**src/rtl/core/bedb_pkg.sv**
```systemverilog
// Shared types and constants for the band energy beat detector.
// No dependencies; bedb_ctrl, bedb_dp and the core import this package.
package bedb_pkg;

  // Frame and window sizing
  localparam int NUM_BINS   = 2048;
  localparam int BIN_W      = 11;
  localparam int MAX_WINDOW = 512;
  localparam int PTR_W      = 9;
  localparam int FILL_W     = 10;

  // Field and accumulator widths
  localparam int MAG_W   = 16;
  localparam int SUM_W   = 27;
  localparam int CNT_W   = 12;
  localparam int TOT_W   = 25;
  localparam int LIM_W   = 12;
  localparam int MULT_W  = 11;
  localparam int FLOOR_W = 8;
  localparam int WENT_W  = 9;
  localparam int PROD_W  = MULT_W + MAG_W;

  // Shared divider: one quotient bit per cycle over the widest dividend
  localparam int DIV_STEPS = SUM_W;
  localparam int DIV_CNT_W = $clog2(DIV_STEPS);

  // Configuration port
  localparam int CFG_IDX_W  = 3;
  localparam int CFG_DATA_W = 12;

  localparam logic [CFG_IDX_W-1:0] REG_LOW_LIMIT  = 3'd0;
  localparam logic [CFG_IDX_W-1:0] REG_HIGH_LIMIT = 3'd1;
  localparam logic [CFG_IDX_W-1:0] REG_MULTIPLIER = 3'd2;
  localparam logic [CFG_IDX_W-1:0] REG_FLOOR      = 3'd3;
  localparam logic [CFG_IDX_W-1:0] REG_WIN_ENTRY  = 3'd4;

  localparam logic [LIM_W-1:0]   RST_LOW_LIMIT  = 12'd0;
  localparam logic [LIM_W-1:0]   RST_HIGH_LIMIT = 12'd929;
  localparam logic [MULT_W-1:0]  RST_MULTIPLIER = 11'd384;
  localparam logic [FLOOR_W-1:0] RST_FLOOR      = 8'd0;
  localparam logic [WENT_W-1:0]  RST_WIN_ENTRY  = 9'd59;

  // Beat payloads
  typedef struct packed {
    logic [MAG_W-1:0] magnitude;
    logic             frame_last;
  } in_beat_t;

  typedef struct packed {
    logic [MAG_W-1:0] band_mean;
    logic [MAG_W-1:0] window_average;
    logic             beat;
    logic             band_empty;
    logic [BIN_W-1:0] lowest_bin;
    logic [BIN_W-1:0] highest_bin;
  } out_beat_t;

  // Controller to datapath commands
  typedef struct packed {
    logic accept;     // take one bin into the frame accumulators
    logic div_load;   // load divider operands
    logic div_sel;    // 0: band sum / count, 1: window total / fill
    logic div_step;   // one quotient bit
    logic mean_load;  // latch capped quotient as band mean
    logic ev_sub;     // drop oldest window entry
    logic insert;     // write band mean into the window
    logic avg_load;   // latch capped quotient (or zero) as window average
    logic mul;        // multiplier times average
    logic out_load;   // load output register, clear frame state
  } bedb_cmd_t;

  // Datapath to controller status
  typedef struct packed {
    logic empty;      // no in-band bin this frame
    logic evict_need; // window full for the configured length
    logic fill_zero;  // window holds no means
    logic out_busy;   // output register still holds an untaken result
  } bedb_sts_t;

  localparam logic DIV_SEL_MEAN = 1'b0;
  localparam logic DIV_SEL_AVG  = 1'b1;

endpackage

```
**src/rtl/core/bedb_ctrl.sv**
```systemverilog
// Sequencing controller: bin intake and the end-of-frame sequence.
// Depends on bedb_pkg.
module bedb_ctrl
  import bedb_pkg::*;
(
  input  logic      clk,
  input  logic      rst_n,
  input  logic      in_valid,
  input  in_beat_t  in_data,
  output logic      in_ready,
  input  bedb_sts_t sts,
  output bedb_cmd_t cmd
);

  typedef enum logic [3:0] {
    S_IDLE,
    S_FRAME,
    S_DIV_MEAN,
    S_MEAN_LD,
    S_EV_CHECK,
    S_EV_SUB,
    S_INSERT,
    S_AVG_START,
    S_DIV_AVG,
    S_AVG_LD,
    S_MUL,
    S_LOAD
  } state_t;

  state_t               state_r, state_nxt;
  logic [DIV_CNT_W-1:0] cnt_r, cnt_nxt;
  logic                 in_acc;

  assign in_ready = (state_r == S_IDLE);
  assign in_acc   = in_valid & in_ready;

  // Next state and commands
  always_comb begin
    state_nxt = state_r;
    cnt_nxt   = cnt_r;
    cmd       = '0;
    unique case (state_r)
      S_IDLE: begin
        cmd.accept = in_acc;
        if (in_acc && in_data.frame_last) begin
          state_nxt = S_FRAME;
        end
      end
      S_FRAME: begin
        if (sts.empty) begin
          state_nxt = S_AVG_START;
        end else begin
          cmd.div_load = 1'b1;
          cmd.div_sel  = DIV_SEL_MEAN;
          cnt_nxt      = DIV_CNT_W'(DIV_STEPS - 1);
          state_nxt    = S_DIV_MEAN;
        end
      end
      S_DIV_MEAN: begin
        cmd.div_step = 1'b1;
        cnt_nxt      = cnt_r - 1'b1;
        if (cnt_r == '0) begin
          state_nxt = S_MEAN_LD;
        end
      end
      S_MEAN_LD: begin
        cmd.mean_load = 1'b1;
        state_nxt     = S_EV_CHECK;
      end
      // oldest entry address is presented here; its data arrives next cycle
      S_EV_CHECK: begin
        state_nxt = sts.evict_need ? S_EV_SUB : S_INSERT;
      end
      S_EV_SUB: begin
        cmd.ev_sub = 1'b1;
        state_nxt  = S_EV_CHECK;
      end
      S_INSERT: begin
        cmd.insert = 1'b1;
        state_nxt  = S_AVG_START;
      end
      S_AVG_START: begin
        if (sts.fill_zero) begin
          state_nxt = S_AVG_LD;
        end else begin
          cmd.div_load = 1'b1;
          cmd.div_sel  = DIV_SEL_AVG;
          cnt_nxt      = DIV_CNT_W'(DIV_STEPS - 1);
          state_nxt    = S_DIV_AVG;
        end
      end
      S_DIV_AVG: begin
        cmd.div_step = 1'b1;
        cnt_nxt      = cnt_r - 1'b1;
        if (cnt_r == '0) begin
          state_nxt = S_AVG_LD;
        end
      end
      S_AVG_LD: begin
        cmd.avg_load = 1'b1;
        state_nxt    = S_MUL;
      end
      S_MUL: begin
        cmd.mul   = 1'b1;
        state_nxt = S_LOAD;
      end
      S_LOAD: begin
        if (!sts.out_busy) begin
          cmd.out_load = 1'b1;
          state_nxt    = S_IDLE;
        end
      end
      default: begin
        state_nxt = S_IDLE;
      end
    endcase
  end

  // State and counter
  always_ff @(posedge clk) begin
    if (!rst_n) begin
      state_r <= S_IDLE;
      cnt_r   <= '0;
    end else begin
      state_r <= state_nxt;
      cnt_r   <= cnt_nxt;
    end
  end

endmodule

```
**config.mk**
```make
export PLATFORM = sky130hd
export DESIGN_NAME = bedb_ctrl
export DESIGN_NICKNAME = d
export VERILOG_FILES = /design/src/rtl/core/bedb_pkg.sv /design/src/rtl/core/bedb_ctrl.sv
export SDC_FILE = /design/constraint.sdc
export NUM_CORES = 1
export LEC_CHECK = 0
export BUFFER_PORTS_ARGS = -buffer_cell sky130_fd_sc_hd__buf_2
export CAP_MARGIN = 20
export CORE_ASPECT_RATIO = 0.9
export CORE_MARGIN = 2
export CORE_UTILIZATION = 35
export CTS_CLUSTER_DIAMETER = 60
export CTS_CLUSTER_SIZE = 40
export DETAILED_ROUTE_END_ITERATION = 8
export PLACE_DENSITY = 0.7
export SETUP_SLACK_MARGIN = 0.05
export SLEW_MARGIN = 10
export SYNTH_ARGS = -nofsm -noshare
export SYNTH_HDL_FRONTEND = slang
export SYNTH_SLANG_ARGS = --single-unit
```
**constraint.sdc**
```tcl
create_clock -name clk -period 1.55 [get_ports clk]
set_input_delay 0.0775 -clock clk [delete_from_list [all_inputs] [get_ports clk]]
set_output_delay 0.0775 -clock clk [all_outputs]
set_load 0.005 [all_outputs]
```
==> results of run 1 <==
flip-flops by register name, summed over array words and instances (netlist names):
| signal | flops |
|---|---|
| state_r | 4 |
| cnt_r | 5 |
power by group through the flow:
stage / Combinational, mW / Clock (mW) / Sequential (mW)
floorplan: 0.338 / 0 / 0.324
global placement: 0.403 / 0 / 0.363
detailed placement: 0.415 / 0 / 0.365
CTS: 0.423 / 0.188 / 0.363
global route: 0.559 / 0.199 / 0.398
finish: 0.504 / 0.181 / 0.386
metal layers:
metal / vias to the layer above / routed length, um
li1: 357 / -
met1: 353 / 740
met2: 13 / 801
met3: 2 / 58
met4: 0 / 18
met5: - / 0
worst max-delay path: stages, from the launching register on:
cell     delay, ns
dfxtp_2       0.33
inv_2         0.07
ha_4          0.12
or4b_4        0.47
nand3_4       0.11
nand4_1       0.13
o21ai_1       0.15
what timing repair did:
action | in CTS | in global routing
gates resized for setup | 3 | 15
setup buffers | 0 | 1
setup endpoints to repair | 9 | 10
pin swaps | 0 | 2
cell usage after synthesis (2+ instances only):
| cell type | count | share of area (%) |
|---|---|---|
| nor2_1 | 7 | 4.0 |
| a21boi_1 | 3 | 3.4 |
| and2_1 | 3 | 2.9 |
| nand4_1 | 2 | 1.9 |
| nor3_1 | 5 | 3.8 |
| dfxtp_1 | 9 | 27 |
| buf_2 | 3 | 2.3 |
| nand2b_1 | 5 | 4.8 |
| o21ai_0 | 4 | 3.0 |
| nand2_1 | 7 | 4.0 |
| a21oi_1 | 4 | 3.0 |
| nand3_1 | 6 | 4.6 |
| inv_1 | 3 | 1.7 |
layout make-up:
cell class | instances | area, um^2
clock buffers | 4 | 26.3
multi-input cells | 68 | 484
inverters | 4 | 16.3
well taps | 24 | 30.0
flip-flops and latches | 9 | 195
repair buffers | 24 | 135
fillers | 177 | 830
metrics by stage:
step | cell area (um^2) | instances | power, mW
finish | 887 | 133 | 1.07
global route | 887 | 133 | 1.16
CTS | 823 | 132 | 0.975
detailed placement | 790 | 128 | 0.781
global placement | 790 | 128 | 0.766
floorplan | 658 | 86 | 0.662
cell families after synthesis:
logic type | synth area share [%]
compound gates | 21.9
fa+ha+maj | 1.90
mux | 1.52
xor+xnor | 5.13
buf+inv | 6.46
flops | 27.4
simple gates | 35.7
how the worst max path moves through the flow:
stage | startpoint | endpoint | slack, ns | cells past startpoint
floorplan | cnt_r[0] | state_r[1] | 0.10 | 6
global placement | cnt_r[0] | state_r[1] | 0.06 | 6
detailed placement | state_r[1] | cnt_r[4] | 0.008 | 5
CTS | state_r[0] | cmd[0] | 0.03 | 5
global route | state_r[1] | cmd[8] | 0.04 | 4
finish | cnt_r[0] | state_r[0] | 0.1 | 6
==> impl.org, run 1 <==
** Global routing
- The number of antenna violations at the first check in global routing was 0.
- GRT Resource Usage Total :: approximately 15%
- Pin count of the biggest net entering global routing :: 17
- Global-route layer with the greatest usage :: met2
- Global-route wire length before repair :: 2.60 mm
- GR Util met1 :: 19.3%
- For this run, global-route usage on met2 was measured as 25.1%.
- Vias in the first global route :: 598
- Met3 routing resource usage after global routing :: 4.97%
- After global routing the overflow that remains totals 0.

** CTS
- Counting the buffers created by CTS gives 3.
- Max Buffers Root-to-Sink :: 2
- At the later pin of the worst-skew pair, clock insertion delay measures 0.26 ns.
- Clock root buffer :: clkbuf_4
- The clock net in this run drives a total of 9 sinks.
- In this run the number of H-tree levels came out at 1.
- Count of hold buffers inserted by post-cts repair :: 0
- Clock tree from TritonCTS :: built
- Worst-path clk slew :: 0.06 ns

** Route
- The routed design has approximately 1.6 mm of wire.
- In this run the remaining antenna-violating nets after routing total 0.
- Across all layers, the routed design uses 725 vias.
- Using the TritonRoute via totals, the vias-per-cell ratio works out to 5.45.
- In this run, the number of DRC markers left after iteration 0 of detailed routing was 5.
- For this run, the detailed router's first-pass iteration total came to 4.
- For this run, design rule violations remaining after detail routing come to 0.
- Routed len/inst :: 12.2 um

** Final layout
- Highest-count cells in the layout ignoring fill and taps :: buf_2 (18), nor2_1 (7), nand2_1 (7)
- Most frequent standard cell in the layout excluding fill and tap cells :: buf_2
- Relative to the synthesized area, the layout overhead comes to 34.8%.
- Utilization of the core after routing :: around 52%
- The number of antenna diodes in the final layout is 0.
- Net total in the final layout :: 135
- Fraction of final layout cells sized beyond drive strength 1 :: 39.4%

** Power and ir drop
- Maximum vdd ir drop :: 582 uV
- The analysis attributes to net switching a power of roughly 0.41 mW.
- Leakage component of the power :: 0.371 nW
- Net switching is between 30% and 40% of the power.
- Clock share of power :: 16.9%
- P per Cell Area :: roughly 1200 nW/um^2
- The share of total power dissipated in sequential elements is 36.1%.
- The internal portion of the total power is 0.664 mW.
- Logic pwr share :: 47.1%

** Setup path
- Signal arrival time at the worst endpoint :: approximately 1.6 ns
- Length in cells of the worst reg-to-reg path :: 6
- Setup slack on the worst flop-to-flop path :: about 0.096 ns
- The worst setup path is of the reg2reg kind.
- R2R Path Start :: cnt_r[0]
- Required time of the worst setup path :: between 1.5 and 2 ns
- Kind of launch point of the worst setup path :: flip-flop
- In this run the critical register-to-register path is captured at state_r[0].
- Capturing element type of the critical path :: flip-flop
- Maximum fanout along the worst path :: 3

** Timing
- Setup slack of the critical path after layout :: 0.0960 ns
- The max-slew violation total from the final report came to 0.
- Worst Tran Pin Value :: around 0.38 ns
- Setup repair after global routing missed its margin :: true
- The hold violation count in the final report was 0.
- After layout, the minimum clock period comes to 1.45 ns.
- The final critical path takes up roughly 94% of the cycle.
- Worst Hold Margin :: 0.0918 ns
- Measured against its own limit, the worst slew margin works out to 74.8%.
- Setup total negative slack on the finished layout was measured at 0 ns.
- Between clock sinks in the finished design, the worst skew comes to about 0.00034 ns.
- Setup-failing EPs final :: 0
- Based on the critical path, the design can be clocked at up to 688 MHz.

** Min path
- In this run the worst hold path is classified as in2reg.
- Min-Delay Endpoint :: state_r[0]
- Along the worst hold path, the cell count comes to 3.
- The startpoint identified for the worst hold timing path is sts[0].

** Logic synthesis
- Sequential cell area fraction in the yosys report :: 27.4%
- Synthesis produced a netlist whose cell count is 86.
- Flip-flop and latch count after synthesis :: 9
- The average instance in the mapped netlist occupies approximately 7.7 um^2.
- Main synth FF type :: dfxtp_1
- Async SR Flop Fraction :: 0%
- Yosys warning count :: 0
- Number of flops mapped to enable cells by yosys :: 0
- When the netlist entered floorplanning its net count stood at 111.
- Syn Std Cell Area :: around 660 um^2
- Post-synth cell types :: 38

** Floorplan
- For this design the top-level I/O count stands at 35.
- Core area :: 1720 um^2
- The initial utilization of the core area, before any placement, comes to around two fifths.
- Height of the die :: 45.1 um
- Die width :: 49.7 um
- Num rows :: 14
- The floorplan step defined a die boundary enclosing 2240 um^2.

** Placement
- Port bufs :: 18
- DP Worst Slack :: 0.00774 ns
- DP HPWL :: 1.16 mm
- Final weighted congestion in routability-driven placement :: approximately 0.74

** Job
- Across the run, the number of max-cap violations was 0.

** Run status
- Run status :: finished clean
No activity file was read; power rests on OpenSTA's default activity.
==> run 2, diff against run 1 <==
clock period = 1.44 ns   (was 1.55 ns; I/O delays follow)
==> run 2 against run 1 <==
  * Global-route usage up 1.9 points
  * Via count up 6.6%
  * Critical path depth down 1
  * Critical endpoint is now state_r[1]
==> impl.org, run 2 (same netlist as run 1, synthesis figures left out) <==
** Run status
- Run status :: finished clean

** Final layout
- The count of inserted antenna diode cells is 0 (unchanged).
- Highest-count cells in the layout ignoring fill and taps :: buf_4 (20), buf_2 (18), nor2_1 (6), nand2_1 (6)
- Layout overhead on the synthesized area :: 67.3%
- Most frequent standard cell in the layout excluding fill and tap cells :: buf_4
- Utilization of the core after routing :: 64.1% (+12 points)
- Biggest registers after layout :: cnt_r: 5 flops, state_r: 4 flops
- The layout net count came to 154 (+14%).
- Register containing the most flip-flops in the final layout :: cnt_r
- The share of post-route cells with drive strength above 1 was 54.7% (+15 points).
- Flip-flop count of the largest register after layout :: 5 (unchanged)

** Global routing
- The largest net degree at the start of global routing is 12 (-5).
- GRT Resource Usage Total :: 17.2% (+1.9 points)
- Antenna violations before repair :: 0 (unchanged)
- Global-route wire length before repair :: 2.90 mm (+12%)
- The total congestion overflow after global routing came to 0 (unchanged).
- The number of global-route vias before repair is 669 (+12%).

** Setup path
- The logic depth of the worst register-to-register path is 5 (-1).
- Slowest cell delay on critical path :: 0.36 ns (-0.11 ns)
- The arrival time of data at the critical path endpoint came to 1.60 ns (-0.04 ns).
- Kind of launch point of the worst setup path :: flip-flop
- Capturing element type of the critical path :: flip-flop
- R2R Path Start :: state_r[1]
- Standard cell with the maximum stage delay on the critical path :: dfxtp_4
- In this run the critical register-to-register path is captured at state_r[1].
- The critical path starts at state_r[1].
- The data required time at the worst endpoint is 1.60 ns (-0.14 ns).
- The setup slack of the worst register-to-register path is 0.002 ns (-0.09 ns).
- Maximum fanout along the worst path :: 3 (unchanged)
- The worst setup path is of the reg2reg kind.
- The critical path goes through buf_4, and2_1, a32oi_1, a21boi_1, o21a_1.
- Following the worst setup path forward leads to its endpoint at state_r[1].

** Power and ir drop
- The fraction of power consumed by sequential logic is 28.1% (-8.0 points).
- The fraction of power consumed by the clock network is 14.4% (-2.5 points).
- The total power per unit cell area was 1230 nW/um^2 (+2.3%).
- Logic pwr share :: 57.5% (+10 points)
- The internal power contribution is 0.862 mW (+30%).
- Net switching component of the power :: 0.497 mW (+22%)
- Leakage component of the power :: 0.488 nW (+31%)
- The net switching fraction of the power came to 36.6% (-1.4 points).
- Maximum vdd ir drop :: 648 uV (+11%)

** Placement
- The weighted congestion at the end of routability-driven global placement was 0.791 (+6.8%).
- The worst setup slack after placement was -0.00774 ns (-0.0155 ns).
- The HPWL after detailed placement was 1.26 mm (+8.8%).
- The number of port buffers is 18 (unchanged).

** Timing
- The hold violation count in the final report is 0 (unchanged).
- Setup-failing EPs final :: 0 (unchanged)
- The period utilization is 99.9% (+6.1 points).
- Setup slack of the critical path after layout :: 0.00160 ns (-0.0944 ns)
- The relative max-transition margin was 78.8% (+4.0 points).
- The worst hold margin came to 0.0964 ns (+0.00464 ns).
- The post-layout minimum cycle time came to 1.44 ns (-0.0156 ns).
- Max-slew violation count :: 0 (unchanged)
- The worst-case clock skew is 0.00218 ns (+0.00185 ns).
- Worst Tran Pin Value :: 0.318 ns (-0.0580 ns)
- Setup repair after global routing missed its margin :: true
- Achievable Freq :: 695 MHz (+1.1%)
- The final setup TNS came to 0 ns (unchanged).

** CTS
- The number of clock buffers inserted by TritonCTS was 3 (unchanged).
- The clock latency on the worst-skew pair came to 0.26 ns (about the same).
- Number of sinks on the clock net :: 9 (unchanged)
- The clock-pin transition on the worst setup and hold timing paths was 0.06 ns (about the same).
- The number of H-tree levels came to 1 (unchanged).
- Clock root buffer :: clkbuf_4
- TritonCTS built the clock tree.
- Count of hold buffers inserted by post-cts repair :: 0 (unchanged)
- Max Buffers Root-to-Sink :: 2 (unchanged)

** Floorplan
- The row count is 14 (unchanged).
- The area of the core came to 1720 um^2 (unchanged).
- The die height was 45.1 um (unchanged).
- The top-level port count is 35 (unchanged).
- Effective utilization at floorplan :: 38.3% (unchanged)
- Die width :: 49.7 um (unchanged)
- Die outline area :: 2240 um^2 (unchanged)

** Route
- The average routed wire per standard cell is 12.7 um (+4.5%).
- The via total after detailed routing was 773 (+6.6%).
- The post-route antenna net violation count is 0 (unchanged).
- Final wirelength :: 1.93 mm (+19%)
- The average vias per placed instance was 5.09 (-6.7%).
- The residual DRC count was 0 (unchanged).
- Count of routing violations after the opening detailed-route iteration :: 7 (+2)
- First-pass DRT Iterations :: 4 (unchanged)

** Job
- The max-cap check violation count came to 0 (unchanged).

** Min path
- Hold WC Path Type :: in2reg
## run 2: changes by cell type in the layout (fill, tap and decap cells not counted), moves of 2 or more
cell | previous run | this run
nor3_1 | 5 | 1
buf_6 | 0 | 3
nor3_2 | 0 | 4
buf_4 | 6 | 20
buf_12 | 0 | 2
## run 2: worst min-delay path by stage
stage / startpoint / end / depth (start not counted)
after floorplan: sts[0] / cmd[0] / 1
after global placement: sts[0] / state_r[0] / 3
after detailed placement: sts[0] / state_r[0] / 3
after CTS: sts[0] / state_r[0] / 3
after global routing: sts[0] / state_r[0] / 3
final: sts[0] / state_r[0] / 3
## run 2: power by group through the flow
stage | Sequential, mW | Combinational [mW] | Clock, mW
6_report | 0.382 | 0.781 | 0.196
4_1_cts | 0.376 | 0.717 | 0.201
5_1_grt | 0.389 | 0.851 | 0.214
3_3_place_gp | 0.390 | 0.531 | 0
2_1_floorplan | 0.354 | 0.390 | 0
3_5_place_dp | 0.393 | 0.553 | 0
## run 2: area by class of cell
class                      instances  area (um^2)
tap                               24         30.0
clock buffer                       4         26.3
inverter                           4         16.3
fill                             161          616
sequential                         9          193
timing repair buffer              43          314
multi-input combinational         68          522
## run 2: layer usage
layer	track usage (%)	share of wire, %
met1	20.2	42
met2	30.1	52
met3	4.97	4.4
met4	6.67	1.5
met5	0	0
## run 2: timing repair
action / CTS / global route
pin swaps: 5 / 7
setup endpoints to repair: 16 / 12
gates resized for setup: 10 / 11
buffers inserted: 7 / 5
## run 2: critical path, delay by kind of cell (launching register included)
kind / cells / cell delay (ns)
flip-flops: 1 / 0.36
AO/OA/AOI/OAI: 3 / 0.65
AND/OR/NAND/NOR: 1 / 0.18
buffers and inverters: 1 / 0.15
## run 2: metrics by stage
| step | instance area, um^2 | power, mW | std cells |
|---|---|---|---|
| after detailed placement | 882 | 0.946 | 136 |
| after global routing | 1100 | 1.45 | 152 |
| after floorplan | 678 | 0.744 | 86 |
| final | 1100 | 1.36 | 152 |
| after global placement | 882 | 0.922 | 136 |
| after CTS | 1020 | 1.29 | 147 |
